--- src/sv/jsti_pkg.sv ---
`default_nettype none
package jsti_pkg;

    localparam int unsigned W_POS = 31;

    localparam logic [W_POS-1:0] MAX_OFFSET = 31'h7FFF_FFFF;
    localparam logic [W_POS-1:0] CAP_RESET  = 31'h7FFF_FFFF;

    // report status codes
    localparam logic [2:0] ST_OK       = 3'd0;
    localparam logic [2:0] ST_ILLEGAL  = 3'd1;
    localparam logic [2:0] ST_UNTERM   = 3'd2;
    localparam logic [2:0] ST_OVERFLOW = 3'd3;
    localparam logic [2:0] ST_TOO_LONG = 3'd4;

    // input beat modes
    localparam logic MODE_BYTE = 1'b0;
    localparam logic MODE_END  = 1'b1;

    // result kinds
    localparam logic KIND_ENTRY  = 1'b0;
    localparam logic KIND_REPORT = 1'b1;

    // characters
    localparam logic [7:0] CH_QUOTE  = 8'h22;
    localparam logic [7:0] CH_BSLASH = 8'h5C;
    localparam logic [7:0] CH_LBRACE = 8'h7B;
    localparam logic [7:0] CH_RBRACE = 8'h7D;
    localparam logic [7:0] CH_LBRACK = 8'h5B;
    localparam logic [7:0] CH_RBRACK = 8'h5D;
    localparam logic [7:0] CH_COLON  = 8'h3A;
    localparam logic [7:0] CH_COMMA  = 8'h2C;
    localparam logic [7:0] CH_SPACE  = 8'h20;
    localparam logic [7:0] CH_TAB    = 8'h09;
    localparam logic [7:0] CH_LF     = 8'h0A;
    localparam logic [7:0] CH_CR     = 8'h0D;
    localparam logic [7:0] CH_ZERO   = 8'h30;
    localparam logic [7:0] CH_NINE   = 8'h39;
    localparam logic [7:0] CH_MINUS  = 8'h2D;
    localparam logic [7:0] CH_PLUS   = 8'h2B;
    localparam logic [7:0] CH_DOT    = 8'h2E;
    localparam logic [7:0] CH_UPPER_E = 8'h45;
    localparam logic [7:0] CH_LOWER_A = 8'h61;
    localparam logic [7:0] CH_LOWER_Z = 8'h7A;
    localparam logic [7:0] CH_LOWER_T = 8'h74;
    localparam logic [7:0] CH_LOWER_F = 8'h66;
    localparam logic [7:0] CH_LOWER_N = 8'h6E;
    localparam logic [7:0] CODE_PRIM  = 8'h70;

    typedef struct packed {
        logic             in_str;
        logic             after_bs;
        logic             in_prim;
        logic [W_POS-1:0] offset;
        logic [W_POS-1:0] count;
        logic [2:0]       err;
    } t_doc_state;

    typedef struct packed {
        logic             kind;
        logic [7:0]       entry_code;
        logic [W_POS-1:0] entry_position;
        logic [W_POS-1:0] entry_slot;
        logic [2:0]       status;
        logic [W_POS-1:0] entry_total;
    } t_result;

endpackage
`default_nettype wire

--- src/sv/jsti_in_if.sv ---
`default_nettype none
interface jsti_in_if;
    logic       valid;
    logic       ready;
    logic       mode;
    logic [7:0] data_byte;

    modport source (output valid, output mode, output data_byte, input ready);
    modport sink   (input valid, input mode, input data_byte, output ready);
endinterface
`default_nettype wire

--- src/sv/jsti_out_if.sv ---
`default_nettype none
interface jsti_out_if;
    logic        valid;
    logic        ready;
    logic        kind;
    logic [7:0]  entry_code;
    logic [30:0] entry_position;
    logic [30:0] entry_slot;
    logic [2:0]  status;
    logic [30:0] entry_total;

    modport source (output valid, output kind, output entry_code, output entry_position,
                    output entry_slot, output status, output entry_total, input ready);
    modport sink   (input valid, input kind, input entry_code, input entry_position,
                    input entry_slot, input status, input entry_total, output ready);
endinterface
`default_nettype wire

--- src/sv/jsti_step.sv ---
`default_nettype none
module jsti_step
    import jsti_pkg::*;
(
    input  wire t_doc_state       i_cur,
    input  wire                   i_mode,
    input  wire [7:0]             i_byte,
    input  wire [W_POS-1:0]       i_cap,
    output t_doc_state            o_nxt,
    output logic                  o_res_valid,
    output t_result               o_res
);

    logic       rec;
    logic [7:0] rec_code;
    logic [2:0] st;

    always_comb begin
        o_nxt       = i_cur;
        o_res_valid = 1'b0;
        o_res       = '0;
        rec         = 1'b0;
        rec_code    = i_byte;
        st          = i_cur.err;

        if (i_mode == MODE_END) begin
            if (st == ST_OK) begin
                if (i_cur.in_str || i_cur.after_bs) begin
                    st = ST_UNTERM;
                end else if (i_cur.count > i_cap) begin
                    st = ST_OVERFLOW;
                end
            end
            o_res_valid       = 1'b1;
            o_res.kind        = KIND_REPORT;
            o_res.status      = st;
            o_res.entry_total = i_cur.count;
            o_nxt             = '0;
        end else if (i_cur.err != ST_OK) begin
            // document already failed, byte dropped
        end else if (i_cur.offset == MAX_OFFSET) begin
            o_nxt.err = ST_TOO_LONG;
        end else begin
            if (i_cur.in_str) begin
                if (i_cur.after_bs) begin
                    o_nxt.after_bs = 1'b0;
                end else if (i_byte == CH_BSLASH) begin
                    o_nxt.after_bs = 1'b1;
                end else if (i_byte == CH_QUOTE) begin
                    o_nxt.in_str = 1'b0;
                end else if (i_byte < CH_SPACE) begin
                    o_nxt.err = ST_ILLEGAL;
                end
            end else if (i_byte == CH_QUOTE) begin
                o_nxt.in_prim = 1'b0;
                o_nxt.in_str  = 1'b1;
                rec           = 1'b1;
            end else if (i_byte inside {CH_LBRACE, CH_RBRACE, CH_LBRACK, CH_RBRACK,
                                        CH_COLON, CH_COMMA}) begin
                o_nxt.in_prim = 1'b0;
                rec           = 1'b1;
            end else if (i_byte inside {[CH_ZERO:CH_NINE], CH_MINUS, CH_LOWER_T,
                                        CH_LOWER_F, CH_LOWER_N}) begin
                if (!i_cur.in_prim) begin
                    o_nxt.in_prim = 1'b1;
                    rec           = 1'b1;
                    rec_code      = CODE_PRIM;
                end
            end else if (i_byte inside {CH_SPACE, CH_TAB, CH_LF, CH_CR}) begin
                o_nxt.in_prim = 1'b0;
            end else if (i_cur.in_prim &&
                         (i_byte inside {CH_DOT, CH_PLUS, CH_UPPER_E,
                                         [CH_LOWER_A:CH_LOWER_Z]})) begin
                // number or literal continues
            end else begin
                o_nxt.err = ST_ILLEGAL;
            end

            if (o_nxt.err == ST_OK) begin
                o_nxt.offset = W_POS'(i_cur.offset + 1'b1);
            end

            if (rec) begin
                o_nxt.count = W_POS'(i_cur.count + 1'b1);
                // slots past the tape are counted only
                if (i_cur.count < i_cap) begin
                    o_res_valid          = 1'b1;
                    o_res.kind           = KIND_ENTRY;
                    o_res.entry_code     = rec_code;
                    o_res.entry_position = i_cur.offset;
                    o_res.entry_slot     = i_cur.count;
                end
            end
        end
    end

endmodule
`default_nettype wire

--- src/sv/json_structural_tape_indexer.sv ---
// JSON structural tape indexer.
// i_in carries one beat per document byte (mode 0, data_byte) or an end
// beat (mode 1) that closes the document. o_out carries tape entries
// (kind 0: code, byte position, tape slot) and one report per end beat
// (kind 1: status and entry total); the per-document flags, offset, count
// and error are then cleared.
// i_cfg_we/i_cfg_wdata write the tape capacity; write only while idle.
// A beat taken from i_in lands in the input register; its result is
// computed from there and held in the output register. Throughput is
// one beat per cycle while the receiver does not stall: the whole
// classification and flag update is one combinational step between
// the two registers.
// Bytes that make no entry, and entries past the capacity, produce no beat.
// When the receiver stalls, the held result and the input register fill
// and i_in.ready drops; nothing is lost or repeated.
// Reset clears all document state, empties both registers and sets the
// capacity to 0x7FFFFFFF.
`default_nettype none
module json_structural_tape_indexer
    import jsti_pkg::*;
(
    input  wire              i_clk,
    input  wire              i_rst_n,
    input  wire              i_cfg_we,
    input  wire [W_POS-1:0]  i_cfg_wdata,
    jsti_in_if.sink          i_in,
    jsti_out_if.source       o_out
);

    logic [W_POS-1:0] r_cap;
    t_doc_state       r_state;
    t_doc_state       n_state;
    logic             r_in_valid;
    logic             r_in_mode;
    logic [7:0]       r_in_byte;
    logic             r_out_valid;
    t_result          r_out;
    t_result          res;
    logic             res_valid;
    logic             advance;
    logic             in_ready;

    assign advance  = r_in_valid && (!r_out_valid || o_out.ready);
    assign in_ready = !r_in_valid || advance;

    jsti_step u_step (
        .i_cur      (r_state),
        .i_mode     (r_in_mode),
        .i_byte     (r_in_byte),
        .i_cap      (r_cap),
        .o_nxt      (n_state),
        .o_res_valid(res_valid),
        .o_res      (res)
    );

    always_ff @(posedge i_clk) begin
        if (!i_rst_n) begin
            r_cap <= CAP_RESET;
        end else if (i_cfg_we) begin
            r_cap <= i_cfg_wdata;
        end
    end

    always_ff @(posedge i_clk) begin
        if (!i_rst_n) begin
            r_state    <= '0;
            r_in_valid <= 1'b0;
        end else begin
            if (advance) begin
                r_state <= n_state;
            end
            if (in_ready) begin
                r_in_valid <= i_in.valid;
            end
        end
    end

    always_ff @(posedge i_clk) begin
        if (in_ready && i_in.valid) begin
            r_in_mode <= i_in.mode;
            r_in_byte <= i_in.data_byte;
        end
    end

    always_ff @(posedge i_clk) begin
        if (!i_rst_n) begin
            r_out_valid <= 1'b0;
        end else if (!r_out_valid || o_out.ready) begin
            r_out_valid <= advance && res_valid;
        end
    end

    always_ff @(posedge i_clk) begin
        if (advance && res_valid) begin
            r_out <= res;
        end
    end

    assign i_in.ready           = in_ready;
    assign o_out.valid          = r_out_valid;
    assign o_out.kind           = r_out.kind;
    assign o_out.entry_code     = r_out.entry_code;
    assign o_out.entry_position = r_out.entry_position;
    assign o_out.entry_slot     = r_out.entry_slot;
    assign o_out.status         = r_out.status;
    assign o_out.entry_total    = r_out.entry_total;

    // an end beat leaves a fresh document behind
    a_end_clears: assert property (@(posedge i_clk) disable iff (!i_rst_n)
        (advance && r_in_mode == MODE_END) |=>
            (r_state.offset == '0 && r_state.count == '0 && r_state.err == ST_OK))
        else $error("document state not cleared after end beat");

    // a failed document no longer advances its offset
    a_err_freezes: assert property (@(posedge i_clk) disable iff (!i_rst_n)
        (r_state.err != ST_OK && !(advance && r_in_mode == MODE_END)) |=>
            $stable(r_state.offset))
        else $error("offset moved after error");

    // each entry consumes a byte, so the count never passes the offset
    a_count_le_offset: assert property (@(posedge i_clk) disable iff (!i_rst_n)
        r_state.count <= r_state.offset)
        else $error("entry count exceeds byte offset");

endmodule
`default_nettype wire
--- src/flat_wrapper.sv ---
// flat-port wrapper written by rule: the top's interface ports become plain ports
module json_structural_tape_indexer_flat import jsti_pkg::*;
  (i_clk, i_rst_n, i_cfg_we, i_cfg_wdata, i_in_valid, i_in_mode, i_in_data_byte, i_in_ready, o_out_valid, o_out_kind, o_out_entry_code, o_out_entry_position, o_out_entry_slot, o_out_status, o_out_entry_total, o_out_ready);
  jsti_in_if i_in_i ();
  jsti_out_if o_out_i ();
  input  wire i_clk;
  input  wire i_rst_n;
  input  wire i_cfg_we;
  input  wire [W_POS-1:0] i_cfg_wdata;
  input wire logic [$bits(i_in_i.valid)-1:0] i_in_valid;
  input wire logic [$bits(i_in_i.mode)-1:0] i_in_mode;
  input wire logic [$bits(i_in_i.data_byte)-1:0] i_in_data_byte;
  output wire logic [$bits(i_in_i.ready)-1:0] i_in_ready;
  output wire logic [$bits(o_out_i.valid)-1:0] o_out_valid;
  output wire logic [$bits(o_out_i.kind)-1:0] o_out_kind;
  output wire logic [$bits(o_out_i.entry_code)-1:0] o_out_entry_code;
  output wire logic [$bits(o_out_i.entry_position)-1:0] o_out_entry_position;
  output wire logic [$bits(o_out_i.entry_slot)-1:0] o_out_entry_slot;
  output wire logic [$bits(o_out_i.status)-1:0] o_out_status;
  output wire logic [$bits(o_out_i.entry_total)-1:0] o_out_entry_total;
  input wire logic [$bits(o_out_i.ready)-1:0] o_out_ready;
  assign i_in_i.valid = i_in_valid;
  assign i_in_i.mode = i_in_mode;
  assign i_in_i.data_byte = i_in_data_byte;
  assign i_in_ready = i_in_i.ready;
  assign o_out_valid = o_out_i.valid;
  assign o_out_kind = o_out_i.kind;
  assign o_out_entry_code = o_out_i.entry_code;
  assign o_out_entry_position = o_out_i.entry_position;
  assign o_out_entry_slot = o_out_i.entry_slot;
  assign o_out_status = o_out_i.status;
  assign o_out_entry_total = o_out_i.entry_total;
  assign o_out_i.ready = o_out_ready;
  json_structural_tape_indexer u_core (.i_clk(i_clk), .i_rst_n(i_rst_n), .i_cfg_we(i_cfg_we), .i_cfg_wdata(i_cfg_wdata), .i_in(i_in_i), .o_out(o_out_i));
endmodule
--- config.mk ---
export PLATFORM = sky130hd
export DESIGN_NAME = json_structural_tape_indexer_flat
export DESIGN_NICKNAME = d
export VERILOG_FILES = /design/src/sv/jsti_pkg.sv /design/src/sv/jsti_in_if.sv /design/src/sv/jsti_out_if.sv /design/src/sv/jsti_step.sv /design/src/sv/json_structural_tape_indexer.sv /design/src/flat_wrapper.sv
export SDC_FILE = /design/constraint.sdc
export NUM_CORES = 1
export LEC_CHECK = 0
export BUFFER_PORTS_ARGS = -buffer_cell sky130_fd_sc_hd__buf_4
export CORE_MARGIN = 5
export CORE_UTILIZATION = 60
export CTS_BUF_LIST = sky130_fd_sc_hd__clkbuf_2
export DETAILED_ROUTE_END_ITERATION = 16
export HOLD_SLACK_MARGIN = 0.06
export PLACE_DENSITY_LB_ADDON = 0.05
export SYNTH_ARGS = -nofsm -noshare
export SYNTH_HDL_FRONTEND = slang
export SYNTH_SLANG_ARGS = --single-unit
export TNS_END_PERCENT = 50
--- constraint.sdc ---
create_clock -name i_clk -period 6.9 [get_ports i_clk]
set_clock_uncertainty 0.15 [all_clocks]
set_input_delay 0.69 -clock i_clk [delete_from_list [all_inputs] [get_ports i_clk]]
set_output_delay 0.69 -clock i_clk [all_outputs]
set_load 0.01 [all_outputs]
==> metrics.yaml <==
outcome:
  status: "finished clean"
place:
  port-buffer-count: 151
  preCtsSetupSlack_ps: 2850
  gp_congestion: 0.874
  hpwl_microns: 14100
cells_and_area:
  fin_nets: 1204
  area_growth_pct: 22.4
  drive_gt1_share_pct: 22.9
cts:
  cts_sinks: 215
  htree_levels: 2
  post-cts-setup-buffer-count: 0
  numCtsBuffers: 51
  clk_path_buf_depth: 3
  cts-root-buf: "clkbuf_2"
  clk-insertion-delay-late_ps: 770
  post_cts_resized: 0
  cts_tree: "built"
  clk_pin_slew_worst_paths_ps: 100
worst_setup_path:
  path_cells: "nor4b_1 > o21ai_1 > a311oi_2 > nor2_1 > nor3_1 > nand2_1 > nand2_4 > buf_4"
  crit_path_top_delay_cell: "buf_4"
  end_kind: "flip-flop"
  crit_type: "reg -> reg"
  path_buf_inv: 1
  cp_max_fo: 62
  cp_slowest_stage_delay_ps: 710
  worstPathRequired_ps: 7140
  worstPathArrival_ps: 4270
  critPathLaunchType: "flip-flop"
  cp_top_family: "simple AND/OR/NAND/NOR gates"
power_and_ir_drop:
  vdd_drop_max_mv: 0.136
  power.density_cell_area_nw_per_um2: 197
  p_leak_nw: 4.92
timing:
  fin_crit_sh_pct: 58.3
  hold_viol_final: 0
  period_needed_ps: 4020
  drv_slew: 0
  rsz0062_at_grt: "no"
  maxSlewHeadroom_pct: 39.8
  max_freq_mhz: 248
  setup_viol: 0
  whs_ps: 174
  layout_setup_ws_ps: 2880
  tightest_slew_ps: 902
  setup_tns_ps: 0
synthesis:
  synth_top_family_by_area: "simple AND/OR/NAND/NOR gates"
  synthSimpleGateAreaFrac_pct: 21.1
  synth_area_sq_um: 9760
  ys_warn_count: 0
  synth_top_cell_by_area: "edfxtp_1"
  synth_cell_type_count: 60
  synth_top_area_share_pct: 35.1
  synthXorXnorAreaFrac_pct: 1.88
  synth_area_leaders: "edfxtp_1, dfxtp_1, and2_1"
  synth-edff-count: 114
  yosysMostFrequentCell: "edfxtp_1"
  synth_mux_area_share_pct: 0.205
  synthTopCellsByCount: "edfxtp_1, dfxtp_1, and2_1"
  synthArstFlopShare_pct: 0
  synth_compound_area_share_pct: 12.9
  synth_nets: 998
  synthAdderAreaFrac_pct: 4.23
  synth.avg_cell_area_sq_um: 10.6
  ys_ff_latch: 215
  ys_seq_area_share_pct: 55.8
  ys.flop_type: "edfxtp_1"
  synthCells: 920
global_routing:
  antenna_found_initial: 0
  grt_max_degree: 63
  grt_pass1_wl_microns: 35200
  gr-total-overflow: 0
  grt_pass1_vias: 7206
  grt_usage_pct: 23.1
route:
  drt_iter0_drc: 478
  wirelength_microns: 21700
  routed_via_density: 5.52
  ant_nets: 0
  drt-pass1-iter-count: 5
  wl_per_cell_microns: 15.7
  vias: 7655
  drc: 0
die:
  core_sq_um: 15900
  die_area_sq_um: 18900
  die_h_microns: 138
  num_rows: 46
  die_w_microns: 138
  pin_count: 152
  start_util_pct: 61.2
hold_path:
  hold_path_class: "in -> reg"
flow_run:
  cap_violations: 0
==> sequential cells by signal, indices dropped and copies added, names as in the netlist, 3 cells and up <==
| signal | flops |
|---|---|
| u_core.r_cap | 31 |
| u_core.o_out.entry_slot | 31 |
| u_core.o_out.entry_position | 31 |
| u_core.o_out.entry_code | 8 |
| u_core.o_out.entry_total | 31 |
| u_core.o_out.status | 3 |
| u_core.r_in_byte | 8 |
| u_core.r_state | 68 |
==> cell usage in the layout (no fill, tap or decap), types with 42 or more instances in the layout <==
master / netlist / final
buf_4: 2 / 159
edfxtp_1: 114 / 114
dfxtp_1: 101 / 101
and2_1: 95 / 95
clkbuf_2: 0 / 75
nand2_1: 69 / 67
a21oi_1: 52 / 52
inv_1: 50 / 50
nor2_1: 48 / 48
dlygate4sd3_1: 0 / 42
==> area by class of cell <==
| cell class | count | area, sq um |
|---|---|---|
| Sequential cell | 215 | 5450 |
| Tap cell | 216 | 270 |
| Inverter | 50 | 188 |
| Timing Repair Buffer | 201 | 1610 |
| Fill cell | 1134 | 3990 |
| Antenna cell | 1 | 2.50 |
| Clock inverter | 21 | 106 |
| Multi-Input combinational cell | 607 | 3950 |
| Clock buffer | 75 | 375 |
==> per-layer routing <==
metal | global-route usage, % | up-vias | routed length [microns]
met3 | 5.04 | 27 | 1460
met1 | 31.5 | 3592 | 9580
met5 | 0 | - | 0
met2 | 37.0 | 245 | 10300
li1 | - | 3791 | -
met4 | 7.26 | 0 | 335
==> logic make-up (layout without fill, tap and decap cells) <==
family | after synthesis | count (layout)
and+or+nand+nor | 368 | 368
DFF | 215 | 215
AOI/OAI and AO/OA | 182 | 182
buffers and inverters | 98 | 347
adders and majority gates | 33 | 33
xor gates and xnor gates | 21 | 21
muxes | 2 | 2
other | 1 | 2
==> worst paths after layout <==
path                       start                          to  slack [ps]  cells past startpoint
max          u_core.r_in_byte[1]  u_core.o_out.entry_code[7]        2880                      8
min                  o_out_ready          u_core.o_out.valid         170                      3
max reg2reg  u_core.r_in_byte[1]  u_core.o_out.entry_code[7]        2880                      8
min reg2reg     u_core.r_cap[27]            u_core.r_cap[27]         340                      2
==> through the flow <==
step / std cells / total power [mW] / util (%) / instance area [sq um]
after floorplan: 920 / 1.50 / - / 9760
after global placement: 1247 / 1.55 / 69.3 / 11000
after detailed placement: 1247 / 1.55 / 69.3 / 11000
after CTS: 1385 / 2.39 / 74.9 / 11900
after global routing: 1385 / 2.48 / 74.9 / 11900
final: 1386 / 2.36 / 75.0 / 12000
==> worst min-delay path, delay by kind of cell <==
family	cells	cell delay, ps
buffers and inverters	1	90
AOI/OAI and AO/OA	1	100
and+or+nand+nor	1	140
==> power breakdown <==
group / total [mW] / switching, mW / internal [mW]
clock network: 0.816 / 0.486 / 0.330
registers: 1.38 / 0.0160 / 1.37
logic: 0.157 / 0.0886 / 0.0687
total: 2.36 / 0.590 / 1.77
==> what timing repair did <==
| item | 4_1_cts | 5_1_grt |
|---|---|---|
| endpoints found under the setup margin | 0 | 0 |
| hold endpoints to repair | 41 | 0 |
| hold buffers | 42 | 0 |
No activity file was read; power rests on OpenSTA's default activity.
